$ cat config.mk
export PLATFORM = sky130hd
export DESIGN_NAME = cau_front
export DESIGN_NICKNAME = d
export VERILOG_FILES = /design/src/sv/complex_arithmetic_unit_core_defines.svh /design/src/sv/cau_pkg.sv /design/src/sv/cau_front.sv
export SDC_FILE = /design/constraint.sdc
export NUM_CORES = 1
export LEC_CHECK = 0
export BUFFER_PORTS_ARGS = -buffer_cell sky130_fd_sc_hd__buf_2
export CORE_MARGIN = 8
export CORE_UTILIZATION = 40
export CTS_BUF_LIST = sky130_fd_sc_hd__clkbuf_8
export CTS_CLUSTER_SIZE = 12
export DETAILED_ROUTE_END_ITERATION = 12
export PLACE_DENSITY_LB_ADDON = 0.08
export SETUP_SLACK_MARGIN = 0.3
export SLEW_MARGIN = 20
export SYNTH_ARGS = -nofsm -noshare
export SYNTH_HDL_FRONTEND = slang
export SYNTH_SLANG_ARGS = --single-unit
$ cat constraint.sdc
create_clock -name aclk -period 13.8 [get_ports aclk]
set_clock_uncertainty 0.2 [all_clocks]
set_input_delay 2.07 -clock aclk [delete_from_list [all_inputs] [get_ports aclk]]
set_output_delay 2.07 -clock aclk [all_outputs]
set_load 0.01 [all_outputs]
$ cat src/sv/complex_arithmetic_unit_core_defines.svh
// Assertion macros shared by the complex arithmetic unit
`ifndef COMPLEX_ARITHMETIC_UNIT_CORE_DEFINES_SVH
`define COMPLEX_ARITHMETIC_UNIT_CORE_DEFINES_SVH

// Same-cycle implication, disabled while reset is asserted
`define CAU_ASSERT_NOW(label, clk, rstn, ante, cons, msg) \
    label: assert property (@(posedge clk) disable iff (!(rstn)) (ante) |-> (cons)) \
        else $error(msg);

// Next-cycle implication, disabled while reset is asserted
`define CAU_ASSERT_NEXT(label, clk, rstn, ante, cons, msg) \
    label: assert property (@(posedge clk) disable iff (!(rstn)) (ante) |=> (cons)) \
        else $error(msg);

`endif

$ cat src/sv/cau_pkg.sv
package cau_pkg;

    localparam int FRAC_BITS   = 16;
    localparam int DIV_SHIFT   = 32 - FRAC_BITS;
    localparam int QUOT_BITS   = 32;
    localparam int ROOT_BITS   = 32;
    localparam int UNIT_LAT    = QUOT_BITS + 1;
    localparam int QUEUE_DEPTH = 4;
    localparam int QUEUE_AW    = 2;

    localparam logic [2:0] OP_ADD = 3'd0;
    localparam logic [2:0] OP_SUB = 3'd1;
    localparam logic [2:0] OP_MUL = 3'd2;
    localparam logic [2:0] OP_DIV = 3'd3;
    localparam logic [2:0] OP_MAG = 3'd4;

    localparam logic [2:0] KIND_ADD = 3'd0;
    localparam logic [2:0] KIND_SUB = 3'd1;
    localparam logic [2:0] KIND_MUL = 3'd2;
    localparam logic [2:0] KIND_DIV = 3'd3;
    localparam logic [2:0] KIND_MAG = 3'd4;
    localparam logic [2:0] KIND_NOP = 3'd5;

    localparam logic [1:0] STAT_OK   = 2'd0;
    localparam logic [1:0] STAT_SAT  = 2'd1;
    localparam logic [1:0] STAT_DIV0 = 2'd2;

    typedef struct packed {
        logic [2:0]         kind;
        logic signed [31:0] a_re;
        logic signed [31:0] a_im;
        logic signed [31:0] b_re;
        logic signed [31:0] b_im;
        logic               b_zero;
    } cau_item_t;

    typedef struct packed {
        logic [31:0] val;
        logic        sat;
    } cau_sat_t;

    typedef struct packed {
        logic [2:0]  kind;
        logic        b_zero;
        logic        neg_re;
        logic        neg_im;
        logic [31:0] pre_re;
        logic [31:0] pre_im;
        logic        pre_sat;
    } cau_side_t;

    // Clamp a sign and magnitude pair to the signed 32-bit range
    function automatic cau_sat_t sat_mag(input logic neg, input logic [63:0] mag);
        cau_sat_t r;
        r.sat = 1'b0;
        r.val = mag[31:0];
        if (neg) begin
            if (mag > 64'h0000_0000_8000_0000) begin
                r.sat = 1'b1;
                r.val = 32'h8000_0000;
            end else begin
                r.val = 32'd0 - mag[31:0];
            end
        end else if (mag > 64'h0000_0000_7FFF_FFFF) begin
            r.sat = 1'b1;
            r.val = 32'h7FFF_FFFF;
        end
        return r;
    endfunction

endpackage

$ cat src/sv/cau_front.sv
module cau_front import cau_pkg::*; (
    input  logic               aclk,
    input  logic               aresetn,
    input  logic               s_valid,
    output logic               s_ready,
    input  logic [2:0]         s_opcode,
    input  logic signed [31:0] s_a_re,
    input  logic signed [31:0] s_a_im,
    input  logic signed [31:0] s_b_re,
    input  logic signed [31:0] s_b_im,
    output logic               q_valid,
    input  logic               q_ready,
    output cau_item_t          q_item
);

    cau_item_t           queue_reg [QUEUE_DEPTH];
    logic [QUEUE_AW-1:0] wr_ptr_reg;
    logic [QUEUE_AW-1:0] rd_ptr_reg;
    logic [QUEUE_AW:0]   count_reg;
    cau_item_t           item_in;
    logic                push;
    logic                pop;

    // Classify the incoming transaction
    always_comb begin
        unique case (s_opcode)
            OP_ADD:  item_in.kind = KIND_ADD;
            OP_SUB:  item_in.kind = KIND_SUB;
            OP_MUL:  item_in.kind = KIND_MUL;
            OP_DIV:  item_in.kind = KIND_DIV;
            OP_MAG:  item_in.kind = KIND_MAG;
            default: item_in.kind = KIND_NOP;
        endcase
        item_in.a_re   = s_a_re;
        item_in.a_im   = s_a_im;
        item_in.b_re   = s_b_re;
        item_in.b_im   = s_b_im;
        item_in.b_zero = (s_b_re == 32'sd0) && (s_b_im == 32'sd0);
    end

    assign s_ready = (count_reg != (QUEUE_AW+1)'(QUEUE_DEPTH));
    assign q_valid = (count_reg != '0);
    assign q_item  = queue_reg[rd_ptr_reg];
    assign push    = s_valid && s_ready;
    assign pop     = q_valid && q_ready;

    // Store queued transactions
    always_ff @(posedge aclk) begin
        if (push) begin
            queue_reg[wr_ptr_reg] <= item_in;
        end
    end

    // Advance pointers and fill count
    always_ff @(posedge aclk) begin
        if (!aresetn) begin
            wr_ptr_reg <= '0;
            rd_ptr_reg <= '0;
            count_reg  <= '0;
        end else begin
            if (push) begin
                wr_ptr_reg <= wr_ptr_reg + 1'b1;
            end
            if (pop) begin
                rd_ptr_reg <= rd_ptr_reg + 1'b1;
            end
            if (push && !pop) begin
                count_reg <= count_reg + 1'b1;
            end else if (pop && !push) begin
                count_reg <= count_reg - 1'b1;
            end
        end
    end

endmodule

; ---- Word level (Yosys, flattened, before mapping)
; Memory sizes are Yosys's and may differ from the RTL's. A register that Yosys moved wholly into a read port is not among the register bits.
; Index checks and enable logic that the tools add are counted.
[word_totals]
n_memories = 1
output_inout_bits = 134
in_bits = 135
reg_bits = 7
mem_bits_ro = 0
wordCells = 32
latchBits = 0
mem_bits_rw = 528
[memory_table]
columns = memory, words, word_bits, read_ports, rd_clocked_by_memory_dff, write_ports, line
row1 = queue_reg, 4, 132, 1, 1, 1, cau_front.sv:16  ; cau_item_t queue_reg [QUEUE_DEPTH];
[classes]
shift = 0
n_mux = 7
div_mod_pow = 0
n_eq_ne = 5
n_reduce_logical = 12
add_sub_neg = 4
order_cmp = 0
bitwise_logic = 0
mul = 0
[ops]
columns = cell, count
row1 = 32-bit zero test, 2
row2 = 3-bit case mux with 5 select lines, 1
row3 = "3-bit by 2-bit == test with 1-bit output, second input constant", 2
row4 = 3-bit two-way mux, 2
row5 = 1-bit logical AND, 5
row6 = "2-bit by 1-bit adder with 2-bit output, second input constant", 2
row7 = 2-bit two-way mux, 2
row8 = "3-bit by 1-bit adder with 3-bit output, second input constant", 1
row9 = "3-bit by 1-bit == test with 1-bit output, second input constant", 1
row10 = "3-bit == test, second input constant", 1
row11 = 3-bit zero test, 1
row12 = "3-bit inequality test, second input constant", 1
row13 = 3-bit nonzero test, 1
row14 = "3-bit by 1-bit subtractor with 3-bit output, second input constant", 1
row15 = 1-bit zero test, 2
row16 = 1-bit two-way mux, 2
row17 = 2-bit nonzero test, 1

; ---- Depth between registers and ports, before layout
[logic_depth]
ltp_word = 6
mapped_depth = 8
depth_no_buf = 8

; ---- Worst setup path after synthesis
; Ideal clock, no wire load.
[synth_timing]
kind = input to register
startpoint = input port s_valid
endpoint = memory queue_reg[0][0] (netlist bit), enable pin
cell_stages = 1
setup_ns = 0.508
required_time_ns = 13.092
arrival_ns = 5.141
slack_ns = 7.951
n_path_buf = 0
path_cell_list = and3_1
[synth_between]
elab_chain_len = 3
[synth_rtl]
columns = item, line
row1 = from (decl), cau_front.sv:4  ; input logic s_valid,
row2 = 1-bit logical AND, cau_front.sv:44  ; assign push = s_valid && s_ready;
row3 = 1-bit two-way mux, cau_front.sv:49  ; if (push) begin
row4 = 1-bit two-way mux (implied by the code), cau_front.sv:50  ; queue_reg[wr_ptr_reg] <= item_in;
row5 = to (decl), cau_front.sv:16
; No other way between the ends.

==> metrics.md <==
| Metric | Value |
|---|---|
| Status | `finished clean` |
| CTS Buf Count | `89` |
| Number of distinct library cells after synthesis | `24` |
| Clock sinks | `537` |
| Final hold violation count | `0` |
| Avg Inst Size Synth | `25.7 sq um` |
| Placer Congestion | `0.703` |
| Crit Path Class | `reg -> out` |
| Worst path required time | `11.53 ns` |
| Die height | `238 um` |
| Via count | `9063` |
| Drt initial violations | `421` |
| Cells along the critical path | `buf_4 -> buf_4 -> mux4_2 -> buf_2` |
| WL per Instance | `22.9 um` |
| Setup-failing EPs final | `0` |
| Power per Cell Area | `182 mW/mm^2` |
| Hold/Removal Path Class | `reg -> reg` |
| Syn-to-layout area delta | `19.2%` |
| Reg2reg setup slack | `10.28 ns` |
| I/O Buffers | `268` |
| Core ar. | `0.0487 sq mm` |
| GR Overflow Total | `0` |
| Max VDD drop | `0.0910 mV` |
| Max_cap viols | `0` |
| Achievable Freq | `176 MHz` |
| Post-Syn Instances | `763` |
| Average vias per placed instance | `4.91` |
| First-pass GRT wire length | `63200 um` |
| DRT antenna net count | `0` |
| Clock slew at reported path FFs | `0.06 ns` |
| Syn nets | `904` |
| Fill cell count | `4135` |
| CTS H-tree depth | `3` |
| Die span in x | `238 um` |
| Crit path DAT | `3.41 ns` |
| I/O Pins | `269` |
| Hold Buf Count CTS | `0` |
| DRC viols | `0` |
| Initial core utilization | `40.3%` |
| Drt total wl | `42200 um` |
| Number of synthesis warnings | `0` |
| CP dominant cell by count | `buf_4` |
| Cell Area, Synth | `0.0196 sq mm` |
| Worst-Margin Slew | `1.07 ns` |
| Vias in the first global route | `10053` |
| CTS resizes | `0` |
| Startpoint types | `flip-flop` |
| FF+latch count, synth | `537` |
| Largest net degree at the start of global routing | `66` |
| Max FO, Critical Path | `41` |
| Fin crit period | `5.68 ns` |
| Leak Pwr | `7.85 nW` |
| Pins Over Slew Limit | `0` |
| Clock Latency Late Sink | `0.63 ns` |
| Yosys top cell by area | `edfxtp_1` |
| TritonCTS clock tree | `yes` |
| Slowest library cell on the worst path | `buf_4` |
| Total power | `0.00426 W` |
| Register area share after synthesis | `81.7%` |
| Final nets | `1245` |
| Layout cells sized above 1 | `44.8%` |
| Bufs on Longest Clock Path | `3` |
| CTS root buffer | `clkbuf_8` |
| Initial antenna violation count | `4` |
| Dpl hpwl | `25500 um` |
| Cell row count | `81` |
| Peak per-stage delay on the critical path | `0.71 ns` |
| Worst setup EP type | `output port` |
| First-pass DRT Iterations | `4` |
| Slew margin rel. | `28.6%` |
| Top cells by area, synth | `edfxtp_1, mux4_2, dfxtp_1, buf_6, nor4_1` |
| Die area | `0.0564 sq mm` |
| Synth top area share | `80.7%` |
| Setup_tns | `0 ns` |
| RSZ-0062 raised after global routing | `no` |
| Total Routing Usage GR | `14.9%` |
| Postcts setup bufs | `0` |
| Period Utilization, post-route | `41.1%` |
| Largest register FFs | `528` |
[area by class of cell]
type,instances,area [sq um],share of cell area [%]
flip-flops and latches,537,16000,68.5
multi-input cells,189,3390,14.5
repair buffers,281,1440,6.16
clock buffers,92,1270,5.41
well taps,664,831,3.55
clock inverters,72,413,1.76
inverters,6,22.5,0.0962
diodes,3,7.51,0.0321
[per-layer routing]
metal	wire, um	track usage (%)
met5	9	0
met4	802	5.49
met3	2820	4.94
met2	20000	23.3
met1	18600	19.4
[where the power goes]
group / leakage [nW] / switching, W / total [W] / internal [W]
sequential: 4.91 / 0.0000546 / 0.00201 / 0.00196
clock: 0.966 / 0.000613 / 0.00131 / 0.000695
combinational: 1.97 / 0.000503 / 0.000943 / 0.000440
[per-stage QoR]
step                area, sq um  hold WS [ns]  instances  worst slack (ns)  utilization (%)
floorplan                 19600         0.284        763              7.95                -
global placement          21700         0.303       1677              8.39             44.6
detailed placement        21700         0.311       1677              8.39             44.6
CTS                       23400         0.307       1841              7.64             48.0
global route              23400         0.319       1842              7.75             48.0
finish                    23400         0.306       1844              8.12             48.0
[cell families after synthesis]
group	Yosys count	synth area share (%)
buffers and inverters	37	1.19
and+or+nand+nor	37	1.10
xor gates and xnor gates	4	0.178
muxes	133	15.2
adders and majority gates	6	0.421
AOI/OAI and AO/OA	9	0.274
DFF	537	81.7
[synthesized netlist by cell type (all sizes together)]
master and instances:
edfxtp 528, dfxtp 9, nor2b 1, a21o 1, nor4 17, a21oi 3
buf 25, o31ai 1, o311ai 1, or3 2, nand3 2, mux2i 1
and3 4, nor3b 1, fa 1, o21ai 3, xor2 4, nor2 6
nand4 4, inv 6, mux4 132, clkbuf 6, ha 5
[final timing paths]
check	from	to	cells past startpoint
setup / recovery	flip-flop	q_item[17]	4
hold / removal	rd_ptr_reg[0]	flip-flop	2
setup reg to reg	count_reg[0]	queue_reg[2][0]	5
hold reg to reg	rd_ptr_reg[0]	flip-flop	2
[critical path, delay by kind of cell (launching register included)]
family	cells	cell delay [ns]
buffers and inverters	3	1.59
multiplexers	1	0.64
flip-flops	1	0.47
[placed cells by master, fill, tap and decap left out]
cell type and n:
a21o_1 1, a21oi_1 3, and3_4 4, buf_2 268, buf_4 12, buf_6 1, bufinv_16 4, clkbuf_8 92
clkinv_1 23, clkinv_2 6, clkinvlp_4 4, dfxtp_1 7, dfxtp_4 2, diode_2 3, edfxtp_1 528, fa_1 1
ha_1 5, inv_1 39, inv_8 2, mux2i_1 1, mux4_2 132, nand3_1 2, nand4_1 4, nor2_1 6
nor2b_1 1, nor3b_1 1, nor4_1 17, o21ai_0 3, o311ai_0 1, o31ai_1 1, or3_1 2, xor2_1 4
No activity file was read; power rests on OpenSTA's default activity.
